**src/rtl/core/slp_pkg.sv**
```systemverilog
// ----------------------------------------------------------------------------
// slp_pkg
// Shared types and codes of the stage latency profiler.
// ----------------------------------------------------------------------------
package slp_pkg;

  localparam logic [1:0] OP_BEGIN  = 2'd0;
  localparam logic [1:0] OP_END    = 2'd1;
  localparam logic [1:0] OP_COMMIT = 2'd2;

  localparam logic CFG_BIN_WIDTH    = 1'b0;
  localparam logic CFG_REPORT_EVERY = 1'b1;

  localparam logic [15:0] BIN_WIDTH_RST    = 16'd100;
  localparam logic [15:0] REPORT_EVERY_RST = 16'd50;
  localparam logic [31:0] PCT_DIVISOR      = 32'd100;
  // x / 100 == (x * PCT_RECIP) >> PCT_SHIFT for every 32-bit x
  localparam logic [31:0] PCT_RECIP        = 32'h51EB_851F;
  localparam int          PCT_SHIFT        = 37;
  localparam logic [15:0] BIN_SAT          = 16'hFFFF;

  localparam logic KIND_HEADER = 1'b0;
  localparam logic KIND_LINE   = 1'b1;

  typedef struct packed {
    logic [1:0]  op;
    logic [3:0]  stage;
    logic [31:0] time_us;
  } slp_in_t;

  typedef struct packed {
    logic        kind;
    logic [3:0]  stage_index;
    logic [31:0] frame_total;
    logic [31:0] min_us;
    logic [31:0] mean_us;
    logic [31:0] max_us;
    logic [21:0] p99_us;
    logic        last;
  } slp_out_t;

  typedef enum logic [3:0] {
    ST_CLEAR,
    ST_IDLE,
    ST_FOLD,
    ST_BIN_WAIT,
    ST_HIST_RD,
    ST_HIST_WR,
    ST_FRAME,
    ST_RPT_WAIT,
    ST_HDR,
    ST_LSEL,
    ST_MEAN_WAIT,
    ST_PCT_WAIT,
    ST_SCAN_RD,
    ST_SCAN_CHK,
    ST_P99_MUL,
    ST_LPUSH
  } slp_state_t;

endpackage

```
**src/rtl/core/slp_front.sv**
```systemverilog
// ----------------------------------------------------------------------------
// slp_front
// Takes requests, keeps begin stamps and frame totals, queues commit snapshots.
// ----------------------------------------------------------------------------
module slp_front #(
  parameter int STAGES = 10
) (
  input  logic                     clk,
  input  logic                     rst_n,
  input  logic                     in_push,
  input  slp_pkg::slp_in_t         in_data,
  output logic                     in_full,
  input  logic                     clearing,
  output logic                     cmt_valid,
  output logic [STAGES-1:0][31:0]  cmt_accum,
  input  logic                     cmt_pop
);
  import slp_pkg::*;

  localparam int SW = (STAGES > 1) ? $clog2(STAGES) : 1;

  logic [31:0]             stamp_r [STAGES];
  logic [STAGES-1:0][31:0] accum_r;
  logic [STAGES-1:0][31:0] q_r [2];
  logic                    wr_ptr_r, rd_ptr_r;
  logic [1:0]              q_cnt_r;
  logic                    accept, in_range, q_push;
  logic [SW-1:0]           sidx;

  assign in_full   = (q_cnt_r == 2'd2) || clearing;
  assign accept    = in_push && !in_full;
  assign in_range  = ({28'd0, in_data.stage} < 32'(STAGES));
  assign sidx      = SW'(in_data.stage);
  assign q_push    = accept && (in_data.op == OP_COMMIT);
  assign cmt_valid = (q_cnt_r != 2'd0);
  assign cmt_accum = q_r[rd_ptr_r];

  always_ff @(posedge clk) begin
    if (!rst_n) begin
      for (int i = 0; i < STAGES; i++) begin
        stamp_r[i] <= '0;
      end
      accum_r  <= '0;
      wr_ptr_r <= 1'b0;
      rd_ptr_r <= 1'b0;
      q_cnt_r  <= 2'd0;
    end else begin
      if (accept) begin
        case (in_data.op)
          OP_BEGIN: begin
            if (in_range) stamp_r[sidx] <= in_data.time_us;
          end
          OP_END: begin
            if (in_range) accum_r[sidx] <= accum_r[sidx] + (in_data.time_us - stamp_r[sidx]);
          end
          OP_COMMIT: begin
            // snapshot totals for the back end, start a fresh frame
            q_r[wr_ptr_r] <= accum_r;
            accum_r       <= '0;
          end
          default: ;
        endcase
      end
      if (q_push) wr_ptr_r <= ~wr_ptr_r;
      if (cmt_pop) rd_ptr_r <= ~rd_ptr_r;
      case ({q_push, cmt_pop})
        2'b10:   q_cnt_r <= q_cnt_r + 2'd1;
        2'b01:   q_cnt_r <= q_cnt_r - 2'd1;
        default: ;
      endcase
    end
  end

endmodule

```
**config.mk**
```make
export PLATFORM = sky130hd
export DESIGN_NAME = slp_front
export DESIGN_NICKNAME = d
export VERILOG_FILES = /design/src/rtl/core/slp_pkg.sv /design/src/rtl/core/slp_front.sv
export SDC_FILE = /design/constraint.sdc
export NUM_CORES = 2
export LEC_CHECK = 0
export BUFFER_PORTS_ARGS = -buffer_cell sky130_fd_sc_hd__buf_4
export CAP_MARGIN = 20
export CORE_UTILIZATION = 50
export CTS_CLUSTER_DIAMETER = 100
export DETAILED_ROUTE_END_ITERATION = 8
export HOLD_SLACK_MARGIN = 0.1
export PLACE_DENSITY = 0.68
export SLEW_MARGIN = 20
export SYNTH_ARGS = -nofsm -noshare
export SYNTH_HDL_FRONTEND = slang
export SYNTH_SLANG_ARGS = --single-unit
```
**constraint.sdc**
```tcl
create_clock -name clk -period 28.6 [get_ports clk]
set_input_delay 0 -clock clk [delete_from_list [all_inputs] [get_ports clk]]
set_output_delay 0 -clock clk [all_outputs]
set_load 0.03 [all_outputs]
```
==> reports/qor.csv <==
stage,metric,value,unit
run_status,status,completed,
timing,fin_crit_sh,0.220,
yosys,synth.top_cell.area_share,0.563,
yosys,ys_ff_latch,1477,
flow_run,drv_cap,0,
global_route,grt_max_degree,169,
layout,syn2layout_area_growth,16.8,%
power,p_switching,1.25,mW
layout,register_area,41100,µm²
layout,drive_gt1_frac,0.260,
placed_design,pre_cts_ws,21.61,ns
clocking,h-tree-depth,4,
layout,final_core_util,0.588,
critical_path,required,29.22,ns
floorplanning,die_h,352,µm
worst_hold_path,hp-class,input pin to flop,
detailed_routing,via_count,38900,
floorplanning,initial_core_util,0.504,
yosys,yosys_most_used_dff,edfxtp_1,
power,comb_power_share,0.126,
critical_path,worstPathArrival,6.93,ns
detailed_routing,drc,0,
timing,finalSetupViolations,0,
clocking,cts.hold.buffers_added,42,
yosys,async_flop_share,0,
clocking,cts_resized,0,
yosys,yosysTopAreaCell,edfxtp_1,
detailed_routing,dr.pass1.iters,6,
timing,drv_slew,0,
clocking,clkTransAtPathRegs,0.06,ns
placed_design,hpwl,114000,µm
timing,rsz0062_at_grt,false,
floorplanning,io-pin-count,365,
clocking,cts_tree,yes,
detailed_routing,routed_wl,177000,µm
global_route,grt_overflow,0,
placed_design,port_buffers,364,
yosys,synthCells,4186,
power,power.density,67.9,nW/µm²
timing,relSlewSlack,0.107,
power,share_seq_of_total_power,0.481,
detailed_routing,vias_per_cell,6.02,
power,p_leak,26.3,nW
power,internal_power,3.61,mW
clocking,max-clock-path-buffers,3,
clocking,clock_sinks,1477,
layout,nNetsFinal,4814,
timing,fin_ws,22.30,ns
power,irDropWorstVdd,0.0000621,V
yosys,yosysMostFrequentCell,edfxtp_1,
global_route,grt_pass1_wl,255000,µm
critical_path,critPathCaptureType,flop,
floorplanning,rows,128,
timing,max_freq,159,MHz
critical_path,cp-start-kind,input pin,
floorplanning,die_area,124000,µm²
yosys,synth_edf_count,1152,
detailed_routing,drt-initial-drc-count,4791,
clocking,insertion_delay,0.78,ns
floorplanning,fp.coreArea,122000,µm²
layout,nFillCells,9428,
timing,finalHoldViolCount,0,
critical_path,critPathKind,input pin to flop,
timing,tightest_slew,1.34,ns
global_route,grt_antenna_before_repair,5,
yosys,netlist_area,61400,µm²
timing,finalCriticalPeriod,6.30,ns
placed_design,globalplace.congestion,0.951,
yosys,yosysSeqAreaShare,0.669,
power,switching_share,0.258,
clocking,post_cts_buffers,0,
detailed_routing,ant_nets,0,
clocking,cts_made_buffers,150,
layout,multi_input_area,19500,µm²
floorplanning,dieWidth,352,µm
timing,fin_skew,0.0477,ns
yosys,yosys_warnings,0,
yosys,ys_types,82,
detailed_routing,post_drt_wl_per_cell,27.4,µm
power,clkPwrFrac,0.394,
clocking,root_buffer,clkbuf_16,
yosys,synth_common_cells,"edfxtp_1 (1152), nor2_1 (573), dfxtp_1 (325)",
global_route,grt_pass1_vias,37200,
timing,finalSetupTns,0,ns
yosys,synth_area_leaders,"edfxtp_1 (56%), dfxtp_1 (11%), mux4_2 (8.2%), mux2_2 (5.9%), nor2_1 (3.5%)",
critical_path,critPathMaxFanout,55,
yosys,avgSynthCellArea,14.7,µm²
global_route,grt_use_total,0.281,
## kinds of logic (layout without fill, tap and decap cells)
kind of cell,Yosys count,count (layout),synth area share
buffers and inverters,437,888,0.0277
adder cells (fa/ha/maj),64,64,0.0168
AO/OA/AOI/OAI,501,501,0.0555
XOR/XNOR,24,24,0.00367
other,1,194,0.0000611
flip-flops,1477,1477,0.669
AND/OR/NAND/NOR,1102,1102,0.0802
multiplexers,580,580,0.147
## layer usage
layer  share of wire  track usage  up-vias
met5         0.00019            0        -
met4           0.045        0.122        6
met3            0.10       0.0623      335
met2            0.47        0.444     2165
met1            0.38        0.376    19600
li1                -            -    16700
## path summary, 6_finish.rpt
check	startpoint	to	slack, ns	cells past startpoint
max reg2reg	q_cnt_r[0]$_SDFFE_PN0P_	q_r[0][198]$_DFFE_PP_	23.11	9
min reg2reg	accum_r[201]$_SDFFE_PN0P_	q_r[0][201]$_DFFE_PP_	0.47	0
min	in_data[32]	accum_r[224]$_SDFFE_PN0P_	0.16	4
max	in_data[33]	accum_r[319]$_SDFFE_PN0P_	22.30	18
## area by class of cell
type / instances / area share
Antenna cell: 2 / 0.0000698
Clock buffer: 218 / 0.0591
Clock inverter: 55 / 0.00804
Inverter: 135 / 0.00728
Multi-Input combinational cell: 2463 / 0.271
Sequential cell: 1477 / 0.573
Tap cell: 1625 / 0.0284
Timing Repair Buffer: 480 / 0.0526
## critical path, cell delays in order
cell      delay (ns)
buf_8           0.41
buf_4           0.78
buf_4           0.81
mux4_2          0.67
mux2i_1         0.35
nor2_1          0.08
a221oi_1        0.36
fa_1            0.48
inv_1           0.07
ha_1            0.28
and4_1          0.40
nand2_1         0.08
o21ai_1         0.24
a21o_4          0.20
o21bai_2        0.09
a21oi_1         0.68
or2_1           0.53
o221ai_1        0.21
## stage by stage
| stage | cells | instance area (µm²) | hold WS [ns] | total power, mW |
|---|---|---|---|---|
| final | 6455 | 71700 | 0.165 | 4.87 |
| after global routing | 6454 | 71700 | 0.206 | 4.99 |
| after CTS | 6453 | 71700 | 0.136 | 4.88 |
| after detailed placement | 6138 | 66500 | 0.292 | 2.98 |
| after global placement | 6138 | 66500 | 0.275 | 2.98 |
| after floorplan | 4377 | 62100 | 0.154 | 2.75 |
## power by group through the flow
| stage | Sequential, mW | Clock, mW | Combinational (mW) |
|---|---|---|---|
| 3_3_place_gp | 2.38 | 0 | 0.592 |
| 2_1_floorplan | 2.38 | 0 | 0.366 |
| 3_5_place_dp | 2.39 | 0 | 0.594 |
| 6_report | 2.34 | 1.92 | 0.611 |
| 4_1_cts | 2.34 | 1.94 | 0.601 |
| 5_1_grt | 2.34 | 2.02 | 0.634 |
## placed cells by master (no fill, tap or decap), types with 61 or more instances in the layout
cell and n:
a21oi_1 126, a31oi_1 71, buf_4 432, clkbuf_16 152, conb_1 192, dfxtp_1 324, edfxtp_1 1152, inv_1 133
mux2_2 321, mux4_2 224, nand2_1 103, nand3_1 223, nand4_1 99, nor2_1 571, o21a_1 65, o21ai_0 61
## state kept, by name, indices dropped and copies added (netlist names), named ones only
register  count
q_r         640
wr_ptr_r      1
q_cnt_r       2
rd_ptr_r      1
stamp_r     512
accum_r     320
Power figures use the tool's default switching activity.
