**src/rtl/core/slp_pkg.sv**
```systemverilog
// ----------------------------------------------------------------------------
// slp_pkg
// Shared types and codes of the stage latency profiler.
// ----------------------------------------------------------------------------
package slp_pkg;

  localparam logic [1:0] OP_BEGIN  = 2'd0;
  localparam logic [1:0] OP_END    = 2'd1;
  localparam logic [1:0] OP_COMMIT = 2'd2;

  localparam logic CFG_BIN_WIDTH    = 1'b0;
  localparam logic CFG_REPORT_EVERY = 1'b1;

  localparam logic [15:0] BIN_WIDTH_RST    = 16'd100;
  localparam logic [15:0] REPORT_EVERY_RST = 16'd50;
  localparam logic [31:0] PCT_DIVISOR      = 32'd100;
  // x / 100 == (x * PCT_RECIP) >> PCT_SHIFT for every 32-bit x
  localparam logic [31:0] PCT_RECIP        = 32'h51EB_851F;
  localparam int          PCT_SHIFT        = 37;
  localparam logic [15:0] BIN_SAT          = 16'hFFFF;

  localparam logic KIND_HEADER = 1'b0;
  localparam logic KIND_LINE   = 1'b1;

  typedef struct packed {
    logic [1:0]  op;
    logic [3:0]  stage;
    logic [31:0] time_us;
  } slp_in_t;

  typedef struct packed {
    logic        kind;
    logic [3:0]  stage_index;
    logic [31:0] frame_total;
    logic [31:0] min_us;
    logic [31:0] mean_us;
    logic [31:0] max_us;
    logic [21:0] p99_us;
    logic        last;
  } slp_out_t;

  typedef enum logic [3:0] {
    ST_CLEAR,
    ST_IDLE,
    ST_FOLD,
    ST_BIN_WAIT,
    ST_HIST_RD,
    ST_HIST_WR,
    ST_FRAME,
    ST_RPT_WAIT,
    ST_HDR,
    ST_LSEL,
    ST_MEAN_WAIT,
    ST_PCT_WAIT,
    ST_SCAN_RD,
    ST_SCAN_CHK,
    ST_P99_MUL,
    ST_LPUSH
  } slp_state_t;

endpackage

```
**src/rtl/core/slp_out_fifo.sv**
```systemverilog
// ----------------------------------------------------------------------------
// slp_out_fifo
// Four-entry result queue between the back end and the result port.
// ----------------------------------------------------------------------------
module slp_out_fifo (
  input  logic               clk,
  input  logic               rst_n,
  input  logic               push,
  input  slp_pkg::slp_out_t  wdata,
  output logic               full,
  input  logic               pop,
  output slp_pkg::slp_out_t  rdata,
  output logic               empty
);
  import slp_pkg::*;

  slp_out_t   mem_r [4];
  logic [1:0] wr_r, rd_r;
  logic [2:0] cnt_r;
  logic       do_push, do_pop;

  assign full    = (cnt_r == 3'd4);
  assign empty   = (cnt_r == 3'd0);
  assign rdata   = mem_r[rd_r];
  assign do_push = push && !full;
  assign do_pop  = pop && !empty;

  always_ff @(posedge clk) begin
    if (do_push) mem_r[wr_r] <= wdata;
  end

  always_ff @(posedge clk) begin
    if (!rst_n) begin
      wr_r  <= '0;
      rd_r  <= '0;
      cnt_r <= '0;
    end else begin
      if (do_push) wr_r <= wr_r + 2'd1;
      if (do_pop)  rd_r <= rd_r + 2'd1;
      case ({do_push, do_pop})
        2'b10:   cnt_r <= cnt_r + 3'd1;
        2'b01:   cnt_r <= cnt_r - 3'd1;
        default: ;
      endcase
    end
  end

endmodule

```
**config.mk**
```make
export PLATFORM = sky130hd
export DESIGN_NAME = slp_out_fifo
export DESIGN_NICKNAME = d
export VERILOG_FILES = /design/src/rtl/core/slp_pkg.sv /design/src/rtl/core/slp_out_fifo.sv
export SDC_FILE = /design/constraint.sdc
export NUM_CORES = 1
export LEC_CHECK = 0
export BUFFER_PORTS_ARGS = -buffer_cell sky130_fd_sc_hd__buf_2
export CAP_MARGIN = 20
export CORE_ASPECT_RATIO = 0.7
export CORE_MARGIN = 4
export CORE_UTILIZATION = 45
export CTS_BUF_LIST = sky130_fd_sc_hd__clkbuf_8
export DETAILED_ROUTE_END_ITERATION = 10
export PLACE_DENSITY_LB_ADDON = 0.08
export SYNTH_ARGS = -nofsm -noshare
export SYNTH_HDL_FRONTEND = slang
export SYNTH_SLANG_ARGS = --single-unit
```
**constraint.sdc**
```tcl
create_clock -name clk -period 6.3 [get_ports clk]
set_clock_uncertainty 0.05 [all_clocks]
set_input_delay 1.26 -clock clk [delete_from_list [all_inputs] [get_ports clk]]
set_output_delay 1.26 -clock clk [all_outputs]
set_load 0.02 [all_outputs]
```
==> flow_summary.ini, run 1 <==
[power]
p_per_area_mw_per_mm2 = 396
internal_power_mw = 7.54
power_mw = 10.7
peakVddDrop_v = 0.000217
clock_power_share_pct = 27.4
p_sw_share_pct = 29.5
cellLeakagePower_nw = 9.06
p_comb_share_pct = 23.7
switching_power_mw = 3.16
seq_power_share_pct = 48.9

[yosys]
synth-main-ff-cell = edfxtp_1
synth_xor_area_share_pct = 0.0757
ys_seq_area_share_pct = 81.7
netlist_area_sq_mm = 0.0232
ys_ff_latch = 633
mappedNetlistNets = 1035
muxShareOfSynthArea_pct = 15.3
yosys_warnings = 0
synthCells = 869
synth_fa_ha_area_share_pct = 0.357
synth_top_family_by_area = multiplexers
yosys-top-cells-count = 624 x edfxtp_1, 156 x mux4_2, 15 x buf_12, 15 x buf_2, 9 x dfxtp_1
synth-simple-area-share_pct = 0.486
syn_area_per_cell_sq_um = 26.6
synth-edff-count = 624
yosysTopAreaCellShare_pct = 80.9
synth_cell_type_count = 24
yosys-top-cells-area = edfxtp_1 81%, mux4_2 15%, buf_12 1.3%
synth_compound_area_share_pct = 0.173
async_flop_share_pct = 0
yosysMostFrequentCell = edfxtp_1
synth_top_cell_by_area = edfxtp_1

[sta]
drv_slew = 0
worst_pin_slew_ns = 1.03
fmax_mhz = 235
setup_viol = 0
fin_tns_setup_ns = 0
hold_slack_ns = 0.447
relSlewSlack_pct = 31.5
fin_crit_sh_pct = 67.6
final.setup.worst_slack_ns = 2.04
final.min_clock_period_ns = 4.26
finalHoldViolCount = 0
grt_setup_unrepaired = no

[detailed_routing]
vias = 10300
via_per_inst = 5.13
antenna_left = 0
drc_errors = 0
drtIter0Drc = 628
wl_per_cell_microns = 22.7
drt-pass1-iter-count = 5
totalWireLength_microns = 45600

[setup_path]
cp-start-kind = flip-flop
r2r_start = cnt_r[0]
crit_required_ns = 4.99
crit_fanout = 62
r2r_setup_slack_ns = 3.46
worstReg2RegEnd = mem_r[0][74]
endpoint_kind = primary output
cp_data_arrival_time_ns = 2.95
rr_worst_depth = 4
critical_path_class = flip-flop to primary output

[clock_network]
insertion_delay_ns = 0.66
tritoncts = yes
cts_resized = 0
cts_max_level = 3
cts_made_buffers = 94
clock_sink_count = 633
cts.clk_slew.worst_paths_ns = 0.06
hold_buffers = 0
post-cts-setup-buffers = 0
clockBufferDepth = 3
cts-root-buf = clkbuf_8

[outcome]
status = finished clean

[global_routing]
met1_usage_pct = 22.4
antenna_found_initial = 10
overflow = 0
met2_usage_pct = 25.4
busiest_layer = met2
grt_pass1_vias = 11100
grt_max_degree = 157
grt_pass1_wl_microns = 68500
grt_usage_pct = 16.6
gr-usage-met3_pct = 6.61

[finish]
fill_cells = 4036
nets = 1422
drive_above_1_share_pct = 44.8
area_growth_pct = 16.6
fin_util_pct = 53.1

[floorplan]
die_w_microns = 279
coreArea_sq_mm = 0.0509
die-area_sq_mm = 0.0552
ios = 318
rows = 69
start_util_pct = 45.5
die_y_microns = 198

[placement]
post-place-ws_ns = 2.54
gp_congestion = 0.722
hpwl_microns = 25900
io_buffers = 317

[job]
max-cap-violations = 0

[worst_hold_path]
hold_start = rd_r[1]
hold_path.class = flip-flop to flip-flop
hold_depth = 2
flip-flops by register name (all words and copies together), names as in the netlist, named ones only:
| name | cells |
|---|---|
| wr_r | 2 |
| mem_r | 624 |
| cnt_r | 3 |
| rd_r | 2 |
metrics by stage:
step,instances,instance area [sq um]
2_1_floorplan,869,23200
3_3_place_gp,1834,25300
3_5_place_dp,1834,25300
4_1_cts,2007,27000
5_1_grt,2007,27000
6_report,2008,27000
cells by family (layout without fill, tap and decap cells):
| group | Yosys count | in the layout |
|---|---|---|
| compound gates | 7 | 7 |
| xor+xnor | 2 | 2 |
| fa+ha+maj | 6 | 6 |
| buf+inv | 43 | 507 |
| flops | 633 | 633 |
| mux | 158 | 158 |
| other cells | 0 | 1 |
| simple gates | 20 | 20 |
routing by layer:
metal	wire length [microns]	vias to the layer above
met5	128	-
met4	820	20
met1	19500	5368
li1	-	4548
met3	3660	91
met2	21500	268
layout by cell type (no fill, tap or decap), drive strengths merged, types with 5 or more instances in the layout:
cell type and n:
clkbuf 96, buf 328, inv 51, nand2 7, dfxtp 9, and2 6
clkinv 30, edfxtp 624, ha 5, mux4 156, o21ai 5
final cells by class:
class,count,area (sq um),share of cell area (%)
clock buffer,96,1320,4.89
clock inverter,77,328,1.21
antenna,1,2.50,0.00927
timing repair buffer,328,1760,6.51
tap,674,843,3.12
sequential,633,18900,70.1
inverter,6,22.5,0.0834
multi-input combinational,193,3800,14.1
power by group through the flow:
stage / registers [mW] / logic [mW] / clock network (mW)
final: 5.23 / 2.54 / 2.93
after global routing: 5.28 / 2.72 / 3.27
after CTS: 5.25 / 2.61 / 3.05
after detailed placement: 5.34 / 2.61 / 0
after global placement: 5.33 / 2.61 / 0
after floorplan: 5.28 / 1.97 / 0
worst max-delay path: stages (launching register included):
cell and delay [ns]:
dfxtp_4 0.88, buf_12 0.51, mux4_2 0.60, buf_2 0.18
worst max-delay path by stage:
stage / end / slack [ns] / cells past startpoint
after floorplan: mem_r[0][0] / 0.51 / 3
after global placement: mem_r[0][152] / 2.58 / 4
after detailed placement: mem_r[0][2] / 2.54 / 4
after CTS: rdata[4] / 1.85 / 3
after global routing: rdata[4] / 1.71 / 3
final: rdata[3] / 2.04 / 3
No activity file was read; power rests on OpenSTA's default activity.
==> run 2: changes to the inputs <==
==> constraint.sdc (replaced) <==
create_clock -name clk -period 3.9 [get_ports clk]
set_clock_uncertainty 0.05 [all_clocks]
set_input_delay 0.78 -clock clk [delete_from_list [all_inputs] [get_ports clk]]
set_output_delay 0.78 -clock clk [all_outputs]
set_load 0.02 [all_outputs]
==> run 2 against run 1 <==
  * Sequential power increased by 61%
  * Clock power increased by 68%
  * Setup slack got worse by 1.5 ns
  * First-iteration DRC count increased by 3.3%
  * Via count increased by 2.1%
  * Largest cell class unchanged
  * Cell area increased by 1.3%
  * Flip-flop and latch count unchanged
  * Core utilization increased by 0.67 points
  * Combinational power increased by 69%
  * Register-to-register slack got worse by 2.0 ns
  * Largest power group unchanged
==> flow_summary.ini, run 2 (synthesis results as in run 1) <==
[placement]
post-place-ws_ns = 1.08
placed_cells = 1850
hpwl_microns = 28700
gp_congestion = 0.739
io_buffers = 317
placed_area_sq_mm = 0.0256

[setup_path]
cp-start-kind = flip-flop
crit_fanout = 27
endpoint = rdata[78]
r2r_setup_slack_ns = 1.42
rr_worst_depth = 9
crit_required_ns = 3.07
worstReg2RegEnd = cnt_r[2]
r2r_start = cnt_r[2]
cp_data_arrival_time_ns = 2.56
endpoint_kind = primary output
critical_path_class = flip-flop to primary output

[power]
p_per_area_mw_per_mm2 = 645
cellLeakagePower_nw = 9.17
peakVddDrop_v = 0.000345

[sta]
final.setup.worst_slack_ns = 0.509
drv_slew = 0
finalHoldViolCount = 0
fmax_mhz = 295
fin_tns_setup_ns = 0
fin_crit_sh_pct = 86.9
grt_setup_unrepaired = no
setup_viol = 0
worst_pin_slew_ns = 0.750
final.min_clock_period_ns = 3.39
relSlewSlack_pct = 50.0

[detailed_routing]
drt-pass1-iter-count = 7
via_per_inst = 5.17
totalWireLength_microns = 47100
vias = 10500
drtIter0Drc = 649
antenna_left = 0
wl_per_cell_microns = 23.2
drc_errors = 0

[global_routing]
grt_max_degree = 95
antenna_found_initial = 10
grt_pass1_vias = 11300
grt_pass1_wl_microns = 70700
overflow = 0
grt_usage_pct = 17.1

[clock_network]
cts-root-buf = clkbuf_8
post-cts-setup-buffers = 0
clock_sink_count = 633
tritoncts = yes
clockBufferDepth = 3
insertion_delay_ns = 0.64
cts_resized = 0
cts_made_buffers = 97
cts.clk_slew.worst_paths_ns = 0.07
cts_max_level = 3
hold_buffers = 0

[finish]
mostFrequentLayoutCell = edfxtp_1
reg_top3 = mem_r (624), cnt_r (3)
area_growth_pct = 18.1
largest_register_ffs = 624
final_cell_mix = 624 x edfxtp_1, 317 x buf_2, 156 x mux4_2, 98 x clkbuf_8, 32 x inv_1
largest_register = mem_r
fin_cells = 2033
final_area_sq_mm = 0.0273
nets = 1441
drive_above_1_share_pct = 46.4

[floorplan]
rows = 69
die_y_microns = 198
die_w_microns = 279
start_util_pct = 45.5
die-area_sq_mm = 0.0552
coreArea_sq_mm = 0.0509
ios = 318

[outcome]
status = finished clean

[job]
max-cap-violations = 0

[worst_hold_path]
hold_path.class = input port to flip-flop
run 2: changes by cell type in the layout (fill, tap and decap cells not counted), sizes merged:
| cell | before | now |
|---|---|---|
| inv | 51 | 33 |
| buf | 328 | 344 |
| clkinv | 30 | 46 |
| diode | 1 | 7 |
| bufinv | 0 | 2 |
| clkbuf | 96 | 98 |
| clkinvlp | 2 | 3 |
run 2: worst max-delay path, cell delays in order, from the launching register on:
cell	delay, ns
dfxtp_4	0.76
buf_4	0.41
mux4_2	0.56
buf_2	0.18
run 2: worst min path at each step:
| stage | slack (ns) | end | cells past startpoint | startpoint |
|---|---|---|---|---|
| 2_1_floorplan | 0.41 | flip-flop | 2 | rd_r[0] |
| 6_report | 0.29 | mem_r[1][138] | 1 | wdata[138] |
| 3_3_place_gp | 0.42 | flip-flop | 2 | rd_r[0] |
| 4_1_cts | 0.20 | mem_r[1][138] | 1 | wdata[138] |
| 3_5_place_dp | 0.42 | flip-flop | 2 | rd_r[0] |
| 5_1_grt | 0.22 | mem_r[0][72] | 1 | wdata[72] |
run 2: stage by stage:
stage          util, %  hold slack [ns]  total power, mW
5_1_grt           53.8            0.220             18.5
2_1_floorplan        -            0.411             11.6
4_1_cts           53.7            0.205             18.0
3_3_place_gp      50.3            0.423             13.0
3_5_place_dp      50.3            0.422             13.0
6_report          53.8            0.285             17.6
run 2: cell type report:
cell class              count  area [sq um]
diodes                      7          17.5
clock buffers              98          1350
repair buffers            344          2000
flip-flops and latches    633         18900
multi-input cells         193          3800
well taps                 674           843
clock inverters            78           383
inverters                   6          22.5
fillers                  3983         23500
run 2: power breakdown:
group	switching, mW	internal [mW]
Combinational	2.50	1.80
Sequential	0.212	8.19
Clock	2.45	2.48
run 2: metal layers:
| layer | wire length (microns) | global-route usage, % | part of all wire [%] | up-vias |
|---|---|---|---|---|
| met5 | 74 | 0 | 0.16 | - |
| met4 | 1010 | 5.65 | 2.1 | 10 |
| met3 | 3450 | 5.73 | 7.3 | 92 |
| met2 | 22800 | 26.6 | 48 | 285 |
| met1 | 19800 | 23.0 | 42 | 5532 |
| li1 | - | - | - | 4595 |
==> run 3: changes to the inputs <==
--- a/config.mk
+++ b/config.mk
@@ -12,7 +12,7 @@
 export CORE_UTILIZATION = 45
 export CTS_BUF_LIST = sky130_fd_sc_hd__clkbuf_8
 export DETAILED_ROUTE_END_ITERATION = 10
-export PLACE_DENSITY_LB_ADDON = 0.08
+export PLACE_DENSITY = 0.63
 export SYNTH_ARGS = -nofsm -noshare
 export SYNTH_HDL_FRONTEND = slang
 export SYNTH_SLANG_ARGS = --single-unit
==> run 3 against run 2 <==
  * Hold slack got worse by 0.0032 ns
  * Cell area down 0.57%
  * Core utilization fell by 0.31 points
  * Non-clock buffer count shrank 7
  * Count of clock-buffer cells in the layout fell by 2
  * Setup slack better by 0.10 ns
  * Sequential power shrank 0.5%
  * Flip-flop and latch count unchanged
  * Sequential share of layout area increased by 0.39 points
  * Wire length is 6.2% lower
==> flow_summary.ini, run 3 (synthesis results as in run 1) <==
[clock_network]
tritoncts = yes
cts-root-buf = clkbuf_8
insertion_delay_ns = 0.65
cts.clk_slew.worst_paths_ns = 0.06
cts_resized = 0
clockBufferDepth = 3
clock_sink_count = 633
hold_buffers = 0
cts_made_buffers = 94
cts_max_level = 3
post-cts-setup-buffers = 0

[placement]
gp_congestion = 0.709
io_buffers = 317
hpwl_microns = 26100

[power]
peakVddDrop_v = 0.000410
p_per_area_mw_per_mm2 = 638
p_comb_share_pct = 24.4
p_sw_share_pct = 29.1
cellLeakagePower_nw = 9.09
switching_power_mw = 5.05
seq_power_share_pct = 48.2
internal_power_mw = 12.3
clock_power_share_pct = 27.4

[worst_hold_path]
hold_path.class = input port to flip-flop

[setup_path]
critical_path_class = flip-flop to primary output
crit_required_ns = 3.07
cp_slowest_cell = mux4_2
cp-start-kind = flip-flop
endpoint_kind = primary output
crit_chain = buf_12 -> mux4_2 -> buf_2
cp_data_arrival_time_ns = 2.46
slowest_delay_ns = 0.61
crit_fanout = 60

[finish]
drive_above_1_share_pct = 45.3
area_growth_pct = 17.4
largest_register_ffs = 624
mostFrequentLayoutCell = edfxtp_1
largest_register = mem_r
final_cell_mix = 624 x edfxtp_1, 317 x buf_2, 156 x mux4_2, 96 x clkbuf_8, 36 x inv_1
nets = 1431
reg_top3 = mem_r (624), cnt_r (3)
fill_cells = 3946

[floorplan]
ios = 318
start_util_pct = 45.5
rows = 69
die_y_microns = 198
die_w_microns = 279
die-area_sq_mm = 0.0552
coreArea_sq_mm = 0.0509

[detailed_routing]
totalWireLength_microns = 44200
wl_per_cell_microns = 21.9
drc_errors = 0
antenna_left = 0
via_per_inst = 5.15
drt-pass1-iter-count = 5
drtIter0Drc = 689
vias = 10400

[sta]
finalHoldViolCount = 0
grt_setup_unrepaired = no
fin_tns_setup_ns = 0
setup_viol = 0
fmax_mhz = 304
fin_crit_sh_pct = 84.4
worst_pin_slew_ns = 0.706
final.min_clock_period_ns = 3.29
relSlewSlack_pct = 52.9
drv_slew = 0
hold_slack_ns = 0.282

[outcome]
status = finished clean

[job]
max-cap-violations = 0

[global_routing]
antenna_found_initial = 10
overflow = 0
grt_pass1_vias = 11000
grt_max_degree = 106
grt_pass1_wl_microns = 67000
grt_usage_pct = 16.0
-- run 3: cell count changes in the layout (fill, tap and decap cells not counted), moves of 2 or more --
| cell | previous run | this run |
|---|---|---|
| clkinv_8 | 0 | 2 |
| clkbuf_8 | 98 | 96 |
| diode_2 | 7 | 4 |
| buf_12 | 17 | 15 |
| inv_1 | 32 | 36 |
| buf_4 | 10 | 5 |
| clkinv_2 | 17 | 5 |
| clkinv_1 | 29 | 31 |
-- run 3: per-stage QoR --
step           util (%)  total power, mW  instances  setup slack [ns]  instance area [sq um]
2_1_floorplan         -             11.6        869             0.326                  23200
3_3_place_gp       50.2             12.8       1843              1.07                  25500
3_5_place_dp       50.2             12.8       1843              1.08                  25500
4_1_cts            53.4             17.7       2011             0.502                  27200
5_1_grt            53.4             18.2       2011             0.402                  27200
6_report           53.5             17.3       2015             0.609                  27200
-- run 3: per-layer routing --
layer	GRT usage (%)	vias to the layer above	part of all wire, %
li1	-	4560	-
met1	22.1	5410	42
met2	24.6	307	47
met3	5.74	89	8.3
met4	4.54	18	1.9
met5	0	-	0.24
-- run 3: path summary, 6_finish.rpt --
check | endpoint | start | slack, ns | depth (start not counted)
worst max-delay path | rdata[140] | flip-flop | 0.61 | 3
worst min-delay path | mem_r[0][46] | wdata[46] | 0.28 | 1
worst max register to register | cnt_r[2] | cnt_r[2] | 1.35 | 9
worst min register to register | flip-flop | rd_r[0] | 0.44 | 2
-- run 3: worst max-delay path, delay by kind of cell (launching register included) --
family                 cells  cell delay [ns]
muxes                      1             0.61
DFF                        1             0.49
buffers and inverters      2             0.58
-- run 3: power by group through the flow --
stage,combinational [mW],sequential [mW],clock (mW)
3_3_place_gp,4.31,8.48,0
2_1_floorplan,3.18,8.46,0
4_1_cts,4.34,8.37,4.94
3_5_place_dp,4.33,8.51,0
5_1_grt,4.53,8.41,5.27
6_report,4.22,8.36,4.75
-- run 3: area by class of cell --
class	count	area [sq um]	share of cell area, %
diodes	4	10.0	0.0368
repair buffers	337	1920	7.08
inverters	6	22.5	0.0828
clock buffers	96	1320	4.86
clock inverters	72	340	1.25
multi-input cells	193	3800	14.0
flip-flops and latches	633	18900	69.6
well taps	674	843	3.10
